<file path="src/rtl/bvs_pkg.sv">
// Shared types, constants and register indexes for the button volume stepper.
`default_nettype none

package bvs_pkg;

    // Field widths
    localparam int LEVEL_W    = 5;
    localparam int TIME_W     = 32;
    localparam int INTERVAL_W = 16;
    localparam int CFG_IDX_W  = 2;
    localparam int CFG_DATA_W = 16;
    localparam int IN_DATA_W  = 40;
    localparam int OUT_DATA_W = 24;

    // Configuration register indexes
    localparam logic [CFG_IDX_W-1:0] REG_MAX_GAIN = 2'd0;
    localparam logic [CFG_IDX_W-1:0] REG_REPEAT   = 2'd1;
    localparam logic [CFG_IDX_W-1:0] REG_SETTLE   = 2'd2;

    // Configuration reset values
    localparam logic [LEVEL_W-1:0]    MAX_GAIN_RST = 5'd31;
    localparam logic [INTERVAL_W-1:0] REPEAT_RST   = 16'd100;
    localparam logic [INTERVAL_W-1:0] SETTLE_RST   = 16'd1000;

    // One poll tick
    typedef struct packed {
        logic [TIME_W-1:0] now_ms;
        logic              phones_in;
        logic              down_pressed;
        logic              up_pressed;
    } item_t;

    // One result of a poll tick
    typedef struct packed {
        logic [LEVEL_W-1:0] volume_goal;
        logic [LEVEL_W-1:0] volume_now;
        logic [LEVEL_W-1:0] save_value;
        logic               save_now;
        logic               step_down;
        logic               step_up;
    } result_t;

    // Configuration register set
    typedef struct packed {
        logic [LEVEL_W-1:0]    max_gain;
        logic [INTERVAL_W-1:0] repeat_interval_ms;
        logic [INTERVAL_W-1:0] settle_interval_ms;
    } cfg_t;

endpackage

`default_nettype wire

</file>
<file path="src/rtl/bvs_cfg_regs.sv">
// Configuration register file written through the plain write port.
`default_nettype none

module bvs_cfg_regs (
    input  wire logic                           clk,
    input  wire logic                           rst_n,
    input  wire logic                           cfg_we,
    input  wire logic [bvs_pkg::CFG_IDX_W-1:0]  cfg_index,
    input  wire logic [bvs_pkg::CFG_DATA_W-1:0] cfg_wdata,
    output bvs_pkg::cfg_t                       cfg
);
    import bvs_pkg::*;

    cfg_t cfg_reg;
    cfg_t cfg_next;

    // Decode the register index; writes beyond the list are dropped.
    always_comb
    begin
        cfg_next = cfg_reg;
        if (cfg_we)
        begin
            case (cfg_index)
                REG_MAX_GAIN: cfg_next.max_gain           = cfg_wdata[LEVEL_W-1:0];
                REG_REPEAT:   cfg_next.repeat_interval_ms = cfg_wdata[INTERVAL_W-1:0];
                REG_SETTLE:   cfg_next.settle_interval_ms = cfg_wdata[INTERVAL_W-1:0];
                default:      cfg_next = cfg_reg;
            endcase
        end
    end

    always_ff @(posedge clk or negedge rst_n)
    begin
        if (!rst_n)
        begin
            cfg_reg.max_gain           <= MAX_GAIN_RST;
            cfg_reg.repeat_interval_ms <= REPEAT_RST;
            cfg_reg.settle_interval_ms <= SETTLE_RST;
        end
        else
        begin
            cfg_reg <= cfg_next;
        end
    end

    assign cfg = cfg_reg;

endmodule

`default_nettype wire

</file>
<file path="src/rtl/bvs_in_reg.sv">
// Input register stage that holds one accepted poll tick.
`default_nettype none

module bvs_in_reg (
    input  wire logic   clk,
    input  wire logic   rst_n,
    input  wire logic   in_valid,
    output logic        in_ready,
    input  bvs_pkg::item_t in_item,
    input  wire logic   take,
    output logic        item_valid,
    output bvs_pkg::item_t item
);
    import bvs_pkg::*;

    logic  valid_reg;
    logic  valid_next;
    item_t item_reg;

    // The stage refills in the same cycle that its item moves on.
    assign in_ready   = !valid_reg || take;
    assign valid_next = in_ready ? in_valid : valid_reg;

    always_ff @(posedge clk or negedge rst_n)
    begin
        if (!rst_n)
        begin
            valid_reg <= 1'b0;
        end
        else
        begin
            valid_reg <= valid_next;
        end
    end

    // Payload needs no reset.
    always_ff @(posedge clk)
    begin
        if (in_ready && in_valid)
        begin
            item_reg <= in_item;
        end
    end

    assign item_valid = valid_reg;
    assign item       = item_reg;

endmodule

`default_nettype wire

</file>
<file path="src/rtl/bvs_step.sv">
// Volume state and the per-tick update of target, current level and save request.
`default_nettype none

module bvs_step (
    input  wire logic       clk,
    input  wire logic       rst_n,
    input  bvs_pkg::cfg_t   cfg,
    input  wire logic       item_valid,
    input  bvs_pkg::item_t  item,
    input  wire logic       out_ready,
    output logic            fire,
    output bvs_pkg::result_t result
);
    import bvs_pkg::*;

    logic [LEVEL_W-1:0] current_reg, current_next;
    logic [LEVEL_W-1:0] target_reg,  target_next;
    logic [LEVEL_W-1:0] parked_reg,  parked_next;
    logic [LEVEL_W-1:0] stored_reg,  stored_next;
    logic               prev_up_reg, prev_up_next;
    logic               prev_down_reg, prev_down_next;
    logic               prev_phones_reg, prev_phones_next;
    logic [TIME_W-1:0]  up_time_reg, up_time_next;
    logic [TIME_W-1:0]  down_time_reg, down_time_next;

    logic [TIME_W-1:0]  up_elapsed;
    logic [TIME_W-1:0]  down_elapsed;
    logic [TIME_W-1:0]  up_quiet;
    logic [TIME_W-1:0]  down_quiet;
    logic [TIME_W-1:0]  repeat_ext;
    logic [TIME_W-1:0]  settle_ext;

    logic               step_up;
    logic               step_down;
    logic               save_now;
    logic [LEVEL_W-1:0] save_value;

    assign fire = item_valid && out_ready;

    assign repeat_ext   = {{(TIME_W-INTERVAL_W){1'b0}}, cfg.repeat_interval_ms};
    assign settle_ext   = {{(TIME_W-INTERVAL_W){1'b0}}, cfg.settle_interval_ms};
    assign up_elapsed   = item.now_ms - up_time_reg;
    assign down_elapsed = item.now_ms - down_time_reg;
    assign up_quiet     = item.now_ms - up_time_next;
    assign down_quiet   = item.now_ms - down_time_next;

    // Headphone edge, button steps, then one volume step toward the target.
    always_comb
    begin
        target_next      = target_reg;
        parked_next      = parked_reg;
        prev_phones_next = prev_phones_reg;
        prev_up_next     = prev_up_reg;
        prev_down_next   = prev_down_reg;
        up_time_next     = up_time_reg;
        down_time_next   = down_time_reg;
        current_next     = current_reg;
        step_up          = 1'b0;
        step_down        = 1'b0;

        // Plugging in parks the target; unplugging restores it within the gain limit.
        if (item.phones_in != prev_phones_reg)
        begin
            prev_phones_next = item.phones_in;
            if (item.phones_in)
            begin
                parked_next = target_reg;
                target_next = '0;
            end
            else
            begin
                target_next = (parked_reg > cfg.max_gain) ? cfg.max_gain : parked_reg;
            end
        end

        // Up button: edge or held past the repeat interval.
        if ((item.up_pressed != prev_up_reg) || (up_elapsed > repeat_ext))
        begin
            if (item.up_pressed && (target_next < cfg.max_gain))
            begin
                target_next  = target_next + 1'b1;
                up_time_next = item.now_ms;
            end
            prev_up_next = item.up_pressed;
        end

        // Down button: same rule, toward zero.
        if ((item.down_pressed != prev_down_reg) || (down_elapsed > repeat_ext))
        begin
            if (item.down_pressed && (target_next != '0))
            begin
                target_next    = target_next - 1'b1;
                down_time_next = item.now_ms;
            end
            prev_down_next = item.down_pressed;
        end

        // A rising step is skipped while the volume sits above a lowered gain limit.
        if (target_next > current_reg)
        begin
            if (current_reg <= cfg.max_gain)
            begin
                current_next = current_reg + 1'b1;
                step_up      = 1'b1;
            end
        end
        else if (target_next < current_reg)
        begin
            current_next = current_reg - 1'b1;
            step_down    = 1'b1;
        end
    end

    // Save once settled, unplugged, quiet on both buttons and changed.
    always_comb
    begin
        stored_next = stored_reg;
        save_now    = 1'b0;
        save_value  = '0;
        if (!item.phones_in && (current_next == target_next) &&
            (stored_reg != current_next) &&
            (up_quiet > settle_ext) && (down_quiet > settle_ext))
        begin
            stored_next = current_next;
            save_now    = 1'b1;
            save_value  = current_next;
        end
    end

    // Result word of this tick, lowest field last.
    assign result = {target_next, current_next, save_value, save_now, step_down, step_up};

    // State advances only with a transaction that moves a result out.
    always_ff @(posedge clk or negedge rst_n)
    begin
        if (!rst_n)
        begin
            current_reg     <= '0;
            target_reg      <= '0;
            parked_reg      <= '0;
            stored_reg      <= '0;
            prev_up_reg     <= 1'b0;
            prev_down_reg   <= 1'b0;
            prev_phones_reg <= 1'b0;
            up_time_reg     <= '0;
            down_time_reg   <= '0;
        end
        else if (fire)
        begin
            current_reg     <= current_next;
            target_reg      <= target_next;
            parked_reg      <= parked_next;
            stored_reg      <= stored_next;
            prev_up_reg     <= prev_up_next;
            prev_down_reg   <= prev_down_next;
            prev_phones_reg <= prev_phones_next;
            up_time_reg     <= up_time_next;
            down_time_reg   <= down_time_next;
        end
    end

`ifndef SYNTH
    a_one_direction: assert property (@(posedge clk) disable iff (!rst_n)
        fire |-> !(result.step_up && result.step_down))
        else $error("volume stepped up and down in one tick");

    a_level_holds: assert property (@(posedge clk) disable iff (!rst_n)
        !fire |=> $stable(current_reg) && $stable(target_reg) && $stable(stored_reg))
        else $error("volume state changed without a transaction");

    a_save_tracks: assert property (@(posedge clk) disable iff (!rst_n)
        (fire && result.save_now) |=> (stored_reg == current_reg))
        else $error("stored level does not follow the saved volume");

    a_save_unplugged: assert property (@(posedge clk) disable iff (!rst_n)
        (fire && result.save_now) |-> !item.phones_in)
        else $error("save requested while plugged in");
`endif

endmodule

`default_nettype wire

</file>
<file path="src/rtl/bvs_out_reg.sv">
// Result register stage that holds one result until the consumer takes it.
`default_nettype none

module bvs_out_reg (
    input  wire logic        clk,
    input  wire logic        rst_n,
    input  wire logic        load,
    input  bvs_pkg::result_t result_in,
    output logic             can_load,
    output logic             out_valid,
    input  wire logic        out_ready,
    output bvs_pkg::result_t result_out
);
    import bvs_pkg::*;

    logic    valid_reg;
    logic    valid_next;
    result_t result_reg;

    // A new result may enter as the held one leaves.
    assign can_load   = !valid_reg || out_ready;
    assign valid_next = can_load ? load : valid_reg;

    always_ff @(posedge clk or negedge rst_n)
    begin
        if (!rst_n)
        begin
            valid_reg <= 1'b0;
        end
        else
        begin
            valid_reg <= valid_next;
        end
    end

    always_ff @(posedge clk)
    begin
        if (load && can_load)
        begin
            result_reg <= result_in;
        end
    end

    assign out_valid  = valid_reg;
    assign result_out = result_reg;

endmodule

`default_nettype wire

</file>
<file path="src/rtl/button_volume_stepper_core.sv">
// Path: a tick accepted into the input register is worked on by the step logic, and
// its result is held in the result register and presented on the master side.
// Throughput: one tick per cycle while the master side takes results; the volume update
// is one pass of short logic between the input register and the result register.
// Reset: asynchronous, active low; levels, step times and flags clear to zero,
// and the configuration returns to max gain 31, repeat 100 ms and settle 1000 ms.
`default_nettype none

module button_volume_stepper_core (
    input  wire logic                           clk,
    input  wire logic                           rst_n,
    input  wire logic                           s_tvalid,
    output logic                                s_tready,
    // up_pressed, down_pressed, phones_in, now_ms[31:0], zero fill
    input  wire logic [bvs_pkg::IN_DATA_W-1:0]  s_tdata,
    output logic                                m_tvalid,
    input  wire logic                           m_tready,
    // step_up, step_down, save_now, save_value[4:0], volume_now[4:0],
    // volume_goal[4:0], zero fill
    output logic [bvs_pkg::OUT_DATA_W-1:0]      m_tdata,
    input  wire logic                           cfg_we,
    input  wire logic [bvs_pkg::CFG_IDX_W-1:0]  cfg_index,
    input  wire logic [bvs_pkg::CFG_DATA_W-1:0] cfg_wdata
);
    import bvs_pkg::*;

    cfg_t    cfg;
    item_t   in_item;
    item_t   item;
    logic    item_valid;
    logic    fire;
    logic    can_load;
    result_t result;
    result_t result_out;

    // Unpack the slave-side data word.
    assign in_item.up_pressed   = s_tdata[0];
    assign in_item.down_pressed = s_tdata[1];
    assign in_item.phones_in    = s_tdata[2];
    assign in_item.now_ms       = s_tdata[TIME_W+2:3];

    bvs_cfg_regs u_cfg (
        .clk       (clk),
        .rst_n     (rst_n),
        .cfg_we    (cfg_we),
        .cfg_index (cfg_index),
        .cfg_wdata (cfg_wdata),
        .cfg       (cfg)
    );

    bvs_in_reg u_in (
        .clk        (clk),
        .rst_n      (rst_n),
        .in_valid   (s_tvalid),
        .in_ready   (s_tready),
        .in_item    (in_item),
        .take       (fire),
        .item_valid (item_valid),
        .item       (item)
    );

    bvs_step u_step (
        .clk        (clk),
        .rst_n      (rst_n),
        .cfg        (cfg),
        .item_valid (item_valid),
        .item       (item),
        .out_ready  (can_load),
        .fire       (fire),
        .result     (result)
    );

    bvs_out_reg u_out (
        .clk        (clk),
        .rst_n      (rst_n),
        .load       (fire),
        .result_in  (result),
        .can_load   (can_load),
        .out_valid  (m_tvalid),
        .out_ready  (m_tready),
        .result_out (result_out)
    );

    // Pack the master-side data word, lowest field last.
    assign m_tdata = {{(OUT_DATA_W-3-3*LEVEL_W){1'b0}},
                      result_out.volume_goal,
                      result_out.volume_now,
                      result_out.save_value,
                      result_out.save_now,
                      result_out.step_down,
                      result_out.step_up};

endmodule

`default_nettype wire

</file>
<file path="config.mk">
export PLATFORM = sky130hd
export DESIGN_NAME = button_volume_stepper_core
export DESIGN_NICKNAME = d
export VERILOG_FILES = /design/src/rtl/bvs_pkg.sv /design/src/rtl/bvs_cfg_regs.sv /design/src/rtl/bvs_in_reg.sv /design/src/rtl/bvs_step.sv /design/src/rtl/bvs_out_reg.sv /design/src/rtl/button_volume_stepper_core.sv
export SDC_FILE = /design/constraint.sdc
export NUM_CORES = 1
export LEC_CHECK = 0
export BUFFER_PORTS_ARGS = -buffer_cell sky130_fd_sc_hd__buf_4
export CELL_PAD_IN_SITES_DETAIL_PLACEMENT = 0
export CELL_PAD_IN_SITES_GLOBAL_PLACEMENT = 1
export CORE_ASPECT_RATIO = 0.75
export CORE_UTILIZATION = 42
export DETAILED_ROUTE_END_ITERATION = 6
export PLACE_DENSITY_LB_ADDON = 0.1
export SYNTH_ARGS = -nofsm -noshare
export SYNTH_HDL_FRONTEND = slang
export SYNTH_SLANG_ARGS = --single-unit
</file>
<file path="constraint.sdc">
create_clock -name clk -period 15 [get_ports clk]
set_input_delay 3 -clock clk [delete_from_list [all_inputs] [get_ports clk]]
set_output_delay 3 -clock clk [all_outputs]
set_load 0.005 [all_outputs]
</file>
* Word-level counts from Yosys, hierarchy flattened
Index checks and enable logic that the tools add are counted.
** Cells by class
- Muxes and demuxes :: 17
- Reductions and logical operators :: 26
- $add $sub $neg :: 8
- Magnitude comparators :: 9
- Eq/ne operators :: 7
** Operators by type and width (number)
- $gt 32x16->1 :: 4
- $mux 32 :: 4
- $sub 32x32->32 :: 4
- $mux 5 :: 10
- $reduce_and 2->1 :: 7
- $add 5x1->5 const B :: 2
- $gt 5x5->1 :: 2
- $lt 5x5->1 :: 2
- $sub 5x1->5 const B :: 2
- $logic_and 1x1->1 :: 9
- $eq 5x5->1 :: 1
- $le 5x5->1 :: 1
- $ne 5x5->1 :: 1
- $reduce_bool 5->1 :: 1
- $logic_or 1x1->1 :: 4
- $logic_not 1->1 :: 3
- $mux 1 :: 3
- $ne 1x1->1 :: 3
- $reduce_and 3->1 :: 1
- $eq 2x1->1 const B :: 1
- $eq 2x2->1 const B :: 1
- $logic_not 2->1 :: 1
** Storage, ports and cells
- Bits in registers :: 179
- Input port bits :: 63
- Output and inout bits :: 26

* Depth between registers and ports, before layout
Gate-level depths: netlist of the first run.
- Word-level depth :: 21
- Depth in mapped cells :: 56

* Hierarchy
Synthesis of the first run repeated with hierarchy kept, for this count alone.
** Unflattened totals
- Cell total of the unflattened synthesis :: 2009
- Area total of the unflattened synthesis :: 17334.1 sq um
** Modules (own cells, without submodules)
- bvs_step :: seq. area each 2177.1 sq um, area each 14062.2 sq um, instances 1, cells an instance 1862
- bvs_cfg_regs :: seq. area each 943.4 sq um, area each 1524.0 sq um, instances 1, cells an instance 79
- bvs_in_reg :: seq. area each 1076.0 sq um, area each 1104.8 sq um, instances 1, cells an instance 39
- bvs_out_reg :: seq. area each 565.5 sq um, area each 594.3 sq um, instances 1, cells an instance 22
- button_volume_stepper_core :: seq. area each 0.0 sq um, area each 48.8 sq um, instances 1, cells an instance 7

* Worst setup path after synthesis of the first run
OpenSTA, ideal clock, no wires.
- Path type :: register -> register
- From :: register u_in.item_reg, in the netlist u_in.item[4]
- To :: register u_step.stored_reg[1]
- Arrival :: 11.156 ns
- Cell stages (with the launch flop) :: 51
- Period minus slack after synthesis :: 11.281 ns
- Path slack :: 3.719 ns
- Buffers on the path :: 4
- Cells stage by stage :: edfxtp_1 > ha_1 > nor2b_4 > o31a_1 > o31ai_2 > o211a_1 > o21ai_0 > xor2_1 > ha_1 > nand4_1 > nor4_1 > a21oi_1 > a2111oi_4 > nand4_1 > nor4_4 > nor2_1 > mux2i_1 > ha_1 > [15 not listed] > inv_1 > a21oi_1 > o211ai_1 > xnor2_1 > ha_1 > nand4_1 > or2_2 > o41ai_1 > nand2_1 > nor3_1 > o41ai_1 > a2111oi_0 > o2111ai_1 > nor4b_1 > a311o_1 > or2_1 > buf_6 > mux2_4
** On the way
- Cells in the longest elaborated chain, start to end :: 17
- Elaborated cells on any way between the ends :: 31
- Classes of those cells :: 5 x add/sub; 6 x order compare; 2 x eq/ne; 9 x mux; 9 x reduce/logical
** Ends and longest elaborated chain
- start, declared :: RTL line bvs_in_reg.sv:18 : item_t item_reg;
- start signal, assigned :: RTL line bvs_in_reg.sv:41 : item_reg <= in_item;
- parallel branches: the longest is 17 deep, another holds $sub 32x32->32
- end signal, assigned :: RTL line bvs_step.sv:153 : stored_reg <= stored_next;
- end, declared :: RTL line bvs_step.sv:19 : logic [LEVEL_W-1:0] stored_reg, stored_next;
Several ways; the timed one is not identified.
A chain may end at the register's enable or synchronous reset.

* Worst setup path in the final report of the first run
- From :: register u_in.item_reg, in the netlist u_in.item[4]
- To :: register u_step.stored_reg[1]
** On the way
- Elaborated cells on any way between the ends :: 31
- Classes of those cells :: 5 x add/sub; 6 x order compare; 2 x eq/ne; 9 x mux; 9 x reduce/logical
** RTL lines
- $sub 32x32->32 :: RTL line bvs_step.sv:42 : assign up_elapsed = item.now_ms - up_time_reg;
- $gt 32x16->1 :: RTL line bvs_step.sv:77 : if ((item.up_pressed != prev_up_reg) || (up_elapsed > repeat_ext))
- $logic_or 1x1->1 :: RTL line bvs_step.sv:77
- $mux 5 :: RTL line bvs_step.sv:77
- $reduce_bool 5->1 :: RTL line bvs_step.sv:90 : if (item.down_pressed && (target_next != '0))
- $logic_and 1x1->1 :: RTL line bvs_step.sv:90
- $mux 32 :: RTL line bvs_step.sv:90
- $mux 32 (*) :: RTL line bvs_step.sv:88 : if ((item.down_pressed != prev_down_reg) || (down_elapsed > repeat_ext))
- via u_step.down_time_next[0] :: RTL line bvs_step.sv:24 : logic [TIME_W-1:0] down_time_reg, down_time_next;
- $sub 32x32->32 (*) :: RTL line bvs_step.sv:45 : assign down_quiet = item.now_ms - down_time_next;
- $gt 32x16->1 (*) :: RTL line bvs_step.sv:122 : (up_quiet > settle_ext) && (down_quiet > settle_ext))
- $logic_and 1x1->1 (*) :: RTL line bvs_step.sv:122
- $reduce_and 2->1 (no source line) (*)
The timed path passes the listed nets; every way through them passes the cells marked *.

==> results by group, run 1 <==
Worst hold path
  • Min-Delay Path Class: flop to flop
  • Worst hold endpoint: u_out.out_valid
  • Hold path depth: 1
  • Hold path startpoint: u_in.item_valid

Power and ir drop
  • Max IR drop VDD: 0.000110 V
  • Internal Power: 2270 uW
  • Sw Ratio: 0.508
  • Combinational share of power: 0.721
  • Leakage: 0.00831 uW
  • Clock power share: 0.103
  • Sequential power share: 0.175
  • Final Power: 4610 uW
  • Net switching power: 2340 uW
  • Power per cell area: 246 mW/mm^2

Critical path
  • Crit-path leading delay family: compound AO/OA/AOI/OAI gates
  • Cell mode on critical path: a21oi_1
  • R2r setup slk: 1.54 ns
  • Bufs and invs on worst path: 3
  • CP Max Fanout: 11
  • Crit path launch type: flop
  • CP max-delay cell: nor4_4
  • Arrival @ worst endpoint: 13.81 ns
  • Worst Setup Path Type: flop to flop
  • Crit path required time: 15.35 ns
  • Worst path max stage delay: 0.81 ns
  • Reg-to-Reg Start: u_in.item[4]
  • R2r endpoint: u_step.stored_reg[1]
  • R2R cell count: 50
  • Setup crit end kind: flop

Yosys
  • Area leader, netlist: dfrtp_1
  • Flip-flop and latch count after synthesis: 179
  • Register area share after synthesis: 0.279
  • Warnings, synthesis: 0
  • Synthesized cell area: 0.0171 sq mm
  • Post-synth EDFFs: 53
  • Top post-synthesis cells by area: dfrtp_1 16%, ha_1 15%, edfxtp_1 9.3%, a21oi_1 5.3%, o21ai_0 4.9%
  • Avg Inst Size Synth: 8.38 sq um
  • Area share of the largest cell type after synthesis: 0.164
  • Cell count after synthesis: 2041
  • Asr flop ratio synth: 0.704
  • Post-synth cell types: 97
  • Most common flop cell mapped by yosys: dfrtp_1

Route
  • Vias: 15016
  • Drt pass-1 iters: 5
  • Antenna Nets Post-Route: 0
  • DRT iter0 DRCs: 1070
  • DR vias/cell: 5.73
  • DRC: 0
  • Final wirelength: 54.7 mm
  • DR WL/cell: 20.9 um

Timing
  • Post-route clock period utilization: 0.897
  • RSZ-0062 raised after global routing: false
  • Slew HR: 0.300
  • Worst-Margin Slew: 1.05 ns
  • Slew Limit Fails: 0
  • Fmax: 74.3 MHz
  • Crit path time final: 13.46 ns
  • TNS Setup: 0 ns
  • Post-route setup slack: 1.54 ns
  • Setup violations, final: 0
  • Clock Skew: 0.0157 ns
  • Final hold violations: 0

Placement
  • Worst slack, placed: 1.54 ns
  • Final HPWL DP: 43.5 mm
  • Post-Place Cells: 2587
  • Port Buffers: 77
  • Placer Congestion: 0.923

Flow run
  • Max-cap viol count: 0

Outcome
  • Outcome: completed

Finish
  • N_diodes: 0
  • Most frequent cells in the layout: 209 x ha_1, 208 x nand2_1, 181 x a21oi_1
  • Count of nets after finishing: 2362
  • Layout Area Growth over Synthesis: 9.73%
  • Largest register FFs: 37
  • Layout cell share with drive strength beyond 1: 0.103
  • Post-route insts no fill: 2619
  • Most common cell after layout, fill and taps aside: ha_1

Clock tree
  • Post-CTS sizing: 0
  • CTS tree: yes
  • Worst skew pair latency: 0.46 ns
  • Sink Count: 179
  • H-tree lvl count: 4
  • Post-CTS Setup Repair Bufs: 0
  • Clk slew on worst S/H paths: 0.08 ns
  • Clock Tree Buf Depth: 2
  • TritonCTS buffer count: 17
  • CTS Hold Bufs: 0
  • Root Buffer: clkbuf_16

Global route
  • First-pass GRT wire length: 83.9 mm
  • Antenna violations before repair: 0
  • Pin count of the biggest net entering global routing: 79
  • Number of global-route vias before repair: 14004
  • Grt total ovfl: 0
  • Tot GR Track Use: 0.266

Die
  • Die ar.: 0.0415 sq mm
  • Initial Utilization: 0.429
  • Core area: 0.0398 sq mm
  • Die H: 177 um
  • I/O Pins: 89
  • Die W: 235 um
  • Num rows: 63
[Yosys cell counts, types with 7 or more instances]
cell type	count
buf_4	8
nand2b_1	27
o21ai_1	8
a2111oi_0	10
o211ai_1	23
o21ai_0	166
and3_1	18
ha_1	209
o31a_1	9
nand4_1	45
a31oi_1	17
or3_1	14
xnor2_1	67
inv_1	151
edfxtp_1	53
nor3_1	32
clkbuf_1	53
o21a_1	26
nand3_1	36
nor4_1	10
o21bai_1	13
nor2b_1	24
a21o_1	59
nor2_1	150
xor2_1	34
dfrtp_1	112
and2_1	11
mux2_2	48
nand2_1	208
o2111ai_1	7
a211oi_1	20
a21oi_1	181
dfstp_2	14
mux2i_1	36
[stage by stage]
step | instance area (sq um) | hold slack (ns) | util
final | 18800 | 0.499 | 0.471
after detailed placement | 18200 | 0.482 | 0.456
after global placement | 18200 | 0.475 | 0.456
after floorplan | 17100 | 0.457 | -
after global routing | 18800 | 0.513 | 0.471
after CTS | 18800 | 0.501 | 0.471
[layout make-up]
class | count | area (sq um)
well taps | 520 | 651
inverters | 152 | 571
repair buffers | 90 | 679
multi-input cells | 1646 | 11500
clock buffers | 20 | 437
fillers | 3880 | 21100
clock inverters | 12 | 156
flip-flops and latches | 179 | 4760
[layer usage]
metal | track usage | wire, um | vias to the layer above
li1 | - | - | 7509
met1 | 0.417 | 29300 | 7138
met2 | 0.371 | 21600 | 335
met3 | 0.0521 | 3250 | 34
met4 | 0.0485 | 582 | 0
met5 | 0 | 0 | -
[worst register-to-register path, delay by kind of cell, from the launching register on]
family | cells | cell delay, ns
compound gates | 23 | 5.57
xor+xnor | 3 | 0.85
fa+ha+maj | 6 | 2.07
buf+inv | 3 | 0.33
flops | 1 | 0.69
mux | 1 | 0.32
simple gates | 14 | 3.52
[power groups by stage]
stage,logic (uW),clock network (uW),registers [uW]
finish,3330,476,808
global route,3700,503,825
CTS,3290,488,805
detailed placement,3270,0,813
global placement,3240,0,810
floorplan,2470,0,756
[worst max-delay path by stage]
stage,startpoint,end,slack [ns],cells past startpoint
final,u_in.item[4],u_step.stored_reg[1],1.54,50
after global routing,u_in.item[4],u_step.stored_reg[1],0.56,50
after CTS,u_in.item[4],u_step.stored_reg[1],1.47,49
after detailed placement,u_in.item[4],u_step.stored_reg[1],1.54,49
after global placement,u_in.item[4],u_step.stored_reg[1],1.66,49
after floorplan,u_in.item[4],u_step.stored_reg[1],3.72,50
[cell families (layout without fill, tap and decap cells)]
group	after synthesis	in the layout	synth area share
and+or+nand+nor	616	616	0.173
DFF	179	179	0.279
other	1	6	0.000219
muxes	87	87	0.0553
buffers and inverters	221	274	0.0514
AOI/OAI and AO/OA	622	622	0.232
xor gates and xnor gates	101	101	0.0517
adders and majority gates	214	214	0.158
Power figures use the tool's default switching activity.
==> inputs of run 2 (changes only) <==
--- a/config.mk
+++ b/config.mk
@@ -5,12 +5,14 @@
 export SDC_FILE = /design/constraint.sdc
 export NUM_CORES = 1
 export LEC_CHECK = 0
+export ABC_AREA = 1
 export BUFFER_PORTS_ARGS = -buffer_cell sky130_fd_sc_hd__buf_4
 export CELL_PAD_IN_SITES_DETAIL_PLACEMENT = 0
 export CELL_PAD_IN_SITES_GLOBAL_PLACEMENT = 1
 export CORE_ASPECT_RATIO = 0.75
 export CORE_UTILIZATION = 42
 export DETAILED_ROUTE_END_ITERATION = 6
+export GPL_TIMING_DRIVEN = 0
 export PLACE_DENSITY_LB_ADDON = 0.1
 export SYNTH_ARGS = -nofsm -noshare
 export SYNTH_HDL_FRONTEND = slang
==> run 2 against run 1 <==
Global-route usage is 1.5 points higher. Area after synthesis is 2.1% higher. Register-to-register slack better by 2.6 ns. Core utilization is 0.27 points higher. Via count is 13% higher. Combinational power is 16% higher. Cell count is 22% higher. Critical path type unchanged. Critical endpoint is now u_out.result_out[7]. Largest power group unchanged.
==> results by group, run 2 <==
Outcome
  • Outcome: completed

Yosys
  • Post-synth top cells: 748 x nand2_1, 398 x inv_1, 222 x o21ai_0
  • Area leader, netlist: nand2_1
  • Synthesized cell area: 0.0175 sq mm
  • Flip-flop and latch count after synthesis: 179
  • Area share of the largest cell type after synthesis: 0.161
  • Most common flop cell mapped by yosys: dfrtp_1
  • Post-synth EDFFs: 53
  • Avg Inst Size Synth: 6.81 sq um
  • Cell count after synthesis: 2562
  • Dominant cell by count in the synthesized netlist: nand2_1
  • Register area share after synthesis: 0.273
  • Asr flop ratio synth: 0.704
  • Warnings, synthesis: 0
  • Top post-synthesis cells by area: nand2_1 16%, dfrtp_1 16%, ha_1 15%, edfxtp_1 9.1%, inv_1 8.6%
  • Post-synth cell types: 62

Critical path
  • Reg-to-Reg Start: u_in.item[3]
  • Worst path max stage delay: 0.65 ns
  • Setup crit end kind: flop
  • Cell mode on critical path: nand2_1
  • Crit path required time: 15.22 ns
  • CP Max Fanout: 10
  • R2r setup slk: 4.15 ns
  • CP max-delay cell: nor4_1
  • R2R cell count: 52
  • Crit path launch type: flop
  • R2r endpoint: u_out.result_out[7]
  • Worst Setup Path Type: flop to flop
  • Arrival @ worst endpoint: 11.07 ns

Route
  • Drt pass-1 iters: 6
  • Top layer in use: met4
  • Post-Route M1 WL: 31.0 mm
  • Routed met3 length: 3.47 mm
  • DRC: 0
  • Metal2 WL: 23.0 mm
  • DR vias/cell: 5.29
  • Vias: 16957
  • Antenna Nets Post-Route: 0
  • DR WL/cell: 18.1 um
  • Final wirelength: 58.1 mm
  • DRT iter0 DRCs: 1374

Clock tree
  • Post-CTS Setup Repair Bufs: 0
  • Worst skew pair latency: 0.48 ns
  • CTS Hold Bufs: 0
  • Root Buffer: clkbuf_16
  • Clock Tree Buf Depth: 2
  • H-tree lvl count: 4
  • Clk slew on worst S/H paths: 0.08 ns
  • Post-CTS sizing: 0
  • Sink Count: 179
  • TritonCTS buffer count: 17
  • CTS tree: yes

Timing
  • Post-route clock period utilization: 0.723
  • Slew Limit Fails: 0
  • Slew HR: 0.381
  • Post-route setup slack: 4.15 ns
  • Crit path time final: 10.85 ns
  • Final hold violations: 0
  • TNS Setup: 0 ns
  • Worst-Margin Slew: 0.920 ns
  • Fmax: 92.2 MHz
  • Clock Skew: 0.0186 ns
  • Setup violations, final: 0
  • RSZ-0062 raised after global routing: false

Finish
  • N_diodes: 0
  • Utilization after layout: 0.474
  • Count of nets after finishing: 2941
  • Largest register FFs: 37
  • Layout fillers: 4257
  • Multi-input logic area: 0.0109 sq mm
  • Layout cell share with drive strength beyond 1: 0.0747
  • Finished Cell Area: 0.0194 sq mm
  • Post-route insts no fill: 3206
  • Layout Area Growth over Synthesis: 10.9%
  • Reg area: 0.00476 sq mm
  • Most common cell after layout, fill and taps aside: nand2_1
  • Most frequent cells in the layout: 748 x nand2_1, 397 x inv_1, 222 x o21ai_0

Worst hold path
  • Worst hold endpoint: u_step.up_time_reg[29]
  • Hold path startpoint: u_step.up_time_reg[29]
  • Min-Delay Path Class: flop to flop
  • Hold path depth: 2

Global route
  • Number of global-route vias before repair: 15913
  • Antenna violations before repair: 0
  • Pin count of the biggest net entering global routing: 77
  • Tot GR Track Use: 0.280
  • Grt total ovfl: 0
  • First-pass GRT wire length: 90.0 mm

Die
  • Die H: 179 um
  • Die ar.: 0.0424 sq mm
  • I/O Pins: 89
  • Die W: 237 um
  • Core area: 0.0408 sq mm
  • Num rows: 64
  • Initial Utilization: 0.427

Power and ir drop
  • Power per cell area: 265 mW/mm^2
  • Max IR drop VDD: 0.000251 V
  • Leakage: 0.0101 uW

Flow run
  • Max-cap viol count: 0

Placement
  • Port Buffers: 77
  • Final HPWL DP: 49.0 mm
  • Post-Place Cells: 3174
  • Placed instance area: 0.0188 sq mm
  • Worst slack, placed: 4.21 ns
  • Placer Congestion: 0.937
[run 2: changes by cell type after synthesis, moves of 48 or more]
cell     change
nand3_1     +74
mux2_2      -48
a21o_1      -49
nand2_1    +540
o21ai_0     +56
inv_1      +247
[run 2: cell families (layout without fill, tap and decap cells)]
kind of cell             Yosys count  in the layout  share of synthesized area
AO/OA/AOI/OAI                    466            466                      0.146
multiplexers                       1              1                   0.000573
other                              1              6                   0.000215
buffers and inverters            462            573                      0.102
XOR/XNOR                         101            101                     0.0511
flip-flops                       179            179                      0.273
adder cells (fa/ha/maj)          213            213                      0.154
AND/OR/NAND/NOR                 1139           1139                      0.273
[run 2: critical path, delay by kind of cell, from the launching register on]
| kind | cells | cell delay, ns |
|---|---|---|
| xor gates and xnor gates | 2 | 0.41 |
| AOI/OAI and AO/OA | 13 | 2.37 |
| buffers and inverters | 6 | 1.57 |
| adders and majority gates | 6 | 1.86 |
| DFF | 1 | 0.37 |
| and+or+nand+nor | 25 | 3.99 |
[run 2: final cells by class]
| type | instances | area share |
|---|---|---|
| buffer | 43 | 0.0105 |
| clock buffer | 18 | 0.0222 |
| inverter | 419 | 0.0813 |
| multi-input combinational | 1926 | 0.565 |
| timing repair buffer | 79 | 0.0325 |
| clock inverter | 14 | 0.00808 |
| sequential | 179 | 0.246 |
| tap | 528 | 0.0341 |
[run 2: where the power goes]
part / switching (uW) / total [uW] / internal (uW)
logic: 2520 / 3870 / 1360
registers: 111 / 798 / 687
clock network: 237 / 461 / 224
[run 2: worst max-delay path by stage]
stage | from | end | slack (ns)
final | u_in.item[3] | u_out.result_out[7] | 4.15
after global placement | u_in.item[3] | u_out.result_out[7] | 4.24
after detailed placement | u_in.item[3] | u_out.result_out[6] | 4.21
after CTS | u_in.item[3] | u_out.result_out[7] | 4.16
after global routing | u_in.item[3] | u_out.result_out[7] | 3.30
after floorplan | u_in.item[4] | u_out.result_out[4] | 7.05
[run 2: through the flow]
stage	total power [uW]	hold slack, ns
floorplan	3560	0.453
detailed placement	4620	0.473
global route	5690	0.506
global placement	4550	0.466
finish	5130	0.485
CTS	5110	0.490
[run 2: routing by layer]
metal,vias to the layer above,track usage
met5,-,0
met4,0,0.0473
met3,27,0.0450
met2,448,0.400
met1,7954,0.440
li1,8528,-
==> inputs of run 3 (changes only) <==
==> constraint.sdc (replaced) <==
create_clock -name clk -period 10.1 [get_ports clk]
set_input_delay 2.02 -clock clk [delete_from_list [all_inputs] [get_ports clk]]
set_output_delay 2.02 -clock clk [all_outputs]
set_load 0.005 [all_outputs]
==> run 3 against run 2 <==
Die area is the same. Register-to-register slack got worse by 3.5 ns. Final area grew 1.6%. Critical path depth grew 6. Largest power group unchanged.
==> results by group, run 3 (synthesis results as in run 2) <==
Outcome
  • Outcome: completed

Route
  • DRC: 0
  • Vias: 17119
  • DRT iter0 DRCs: 1270
  • Antenna Nets Post-Route: 0
  • DR vias/cell: 5.30
  • DR WL/cell: 18.1 um
  • Drt pass-1 iters: 5
  • Final wirelength: 58.3 mm

Timing
  • Setup violations, final: 0
  • Slew Limit Fails: 0
  • Final hold violations: 0
  • Post-route clock period utilization: 0.939
  • RSZ-0062 raised after global routing: false
  • Clock Skew: 0.0188 ns
  • Crit path time final: 9.48 ns
  • Worst-Margin Slew: 0.894 ns
  • Fmax: 105 MHz
  • Slew HR: 0.399

Clock tree
  • H-tree lvl count: 4
  • Clk slew on worst S/H paths: 0.08 ns
  • Worst skew pair latency: 0.48 ns
  • CTS tree: yes
  • Clock Tree Buf Depth: 2
  • Root Buffer: clkbuf_16
  • Sink Count: 179
  • TritonCTS buffer count: 17
  • CTS Hold Bufs: 0

Die
  • Num rows: 64
  • I/O Pins: 89
  • Die H: 179 um
  • Initial Utilization: 0.427
  • Die W: 237 um
  • Core area: 0.0408 sq mm
  • Die ar.: 0.0424 sq mm

Placement
  • Placer Congestion: 0.937
  • Port Buffers: 77
  • Final HPWL DP: 49.0 mm
  • Placed instance area: 0.0188 sq mm

Finish
  • Most common cell after layout, fill and taps aside: nand2_1
  • Largest register FFs: 37
  • Layout cell share with drive strength beyond 1: 0.0892
  • Most frequent cells in the layout: 748 x nand2_1, 396 x inv_1, 220 x o21ai_0
  • Count of nets after finishing: 2966
  • Finished Cell Area: 0.0197 sq mm
  • Layout Area Growth over Synthesis: 12.7%
  • Reg area: 0.00476 sq mm
  • Multi-input logic area: 0.0111 sq mm
  • Layout fillers: 4239
  • N_diodes: 0

Power and ir drop
  • Leakage: 0.0103 uW
  • Power per cell area: 392 mW/mm^2
  • Final Power: 7700 uW
  • Max IR drop VDD: 0.000376 V

Critical path
  • Arrival @ worst endpoint: 9.70 ns
  • Worst path max stage delay: 0.54 ns
  • Worst Setup Path Type: flop to flop
  • R2r setup slk: 0.62 ns
  • R2r endpoint: u_out.result_out[7]
  • Crit-path leading delay family: simple AND/OR/NAND/NOR gates
  • CP Max Fanout: 19
  • CP max-delay cell: edfxtp_1
  • Crit path launch type: flop
  • Cell mode on critical path: nand2_1
  • Bufs and invs on worst path: 5
  • Setup crit end kind: flop
  • Reg-to-Reg Start: u_in.item[9]
  • Crit path required time: 10.32 ns
  • R2R cell count: 58

Global route
  • Number of global-route vias before repair: 15916
  • Antenna violations before repair: 0
  • Grt total ovfl: 0
  • First-pass GRT wire length: 89.9 mm
  • Pin count of the biggest net entering global routing: 77
  • Tot GR Track Use: 0.280

Worst hold path
  • Worst hold endpoint: u_step.up_time_reg[29]
  • Min-Delay Path Class: flop to flop
  • Hold path startpoint: u_step.up_time_reg[29]
  • Hold path depth: 2

Flow run
  • Max-cap viol count: 0
==> run 3: cell count changes in the layout (fill, tap and decap cells not counted), sizes merged <==
cell	change
buf	+27
clkbuf	-2
==> run 3: metrics by stage <==
| step | setup TNS (ns) | hold WS [ns] | instances | worst slack [ns] | util |
|---|---|---|---|---|---|
| after floorplan | 0 | 0.453 | 2567 | 2.15 | - |
| after global placement | -6.34 | 0.466 | 3172 | -0.658 | 0.458 |
| after detailed placement | -6.66 | 0.473 | 3174 | -0.692 | 0.459 |
| after CTS | 0 | 0.490 | 3206 | 0.0368 | 0.474 |
| after global routing | 0 | 0.506 | 3231 | 0.0396 | 0.482 |
| final | 0 | 0.484 | 3231 | 0.619 | 0.482 |
==> run 3: how the worst max path moves through the flow <==
stage	start	end	slack, ns	depth (start not counted)
6_report	u_in.item[9]	u_out.result_out[7]	0.62	58
5_1_grt	u_in.item[12]	u_out.result_out[7]	0.04	58
4_1_cts	u_in.item[10]	u_out.result_out[7]	0.04	58
3_5_place_dp	u_in.item[3]	u_out.result_out[6]	-0.69	52
3_3_place_gp	u_in.item[3]	u_out.result_out[7]	-0.66	51
2_1_floorplan	u_in.item[4]	u_out.result_out[4]	2.15	58
==> run 3: area by class of cell <==
type | count | share of cell area
Buffer | 42 | 0.0107
Clock buffer | 18 | 0.0218
Clock inverter | 14 | 0.00795
Inverter | 419 | 0.0800
Multi-Input combinational cell | 1926 | 0.562
Sequential cell | 179 | 0.242
Tap cell | 528 | 0.0336
Timing Repair Buffer | 105 | 0.0419
==> run 3: worst reg2reg max path, delay by kind of cell (launching register included) <==
kind / cells / cell delay (ns)
adders and majority gates: 6 / 1.76
AOI/OAI and AO/OA: 12 / 1.76
and+or+nand+nor: 32 / 3.67
buffers and inverters: 5 / 0.77
DFF: 1 / 0.54
muxes: 1 / 0.31
xor gates and xnor gates: 2 / 0.40
==> run 3: layer usage <==
metal	part of all wire	GRT usage	wire (um)	vias to the layer above
met5	0	0	0	-
met4	0.010	0.0473	592	0
met3	0.061	0.0450	3580	27
met2	0.40	0.399	23200	453
met1	0.53	0.440	30900	8057
li1	-	-	-	8582
==> run 3: where the power goes <==
| group | total, uW | internal [uW] | switching (uW) |
|---|---|---|---|
| logic | 5840 | 2060 | 3780 |
| clock network | 684 | 333 | 351 |
| registers | 1180 | 1020 | 159 |
==> run 3: repair_timing <==
action                     4_1_cts  5_1_grt
pin swaps                        0        2
gates resized for setup          3       29
buffers inserted                 1       25
setup endpoints to repair       11       11
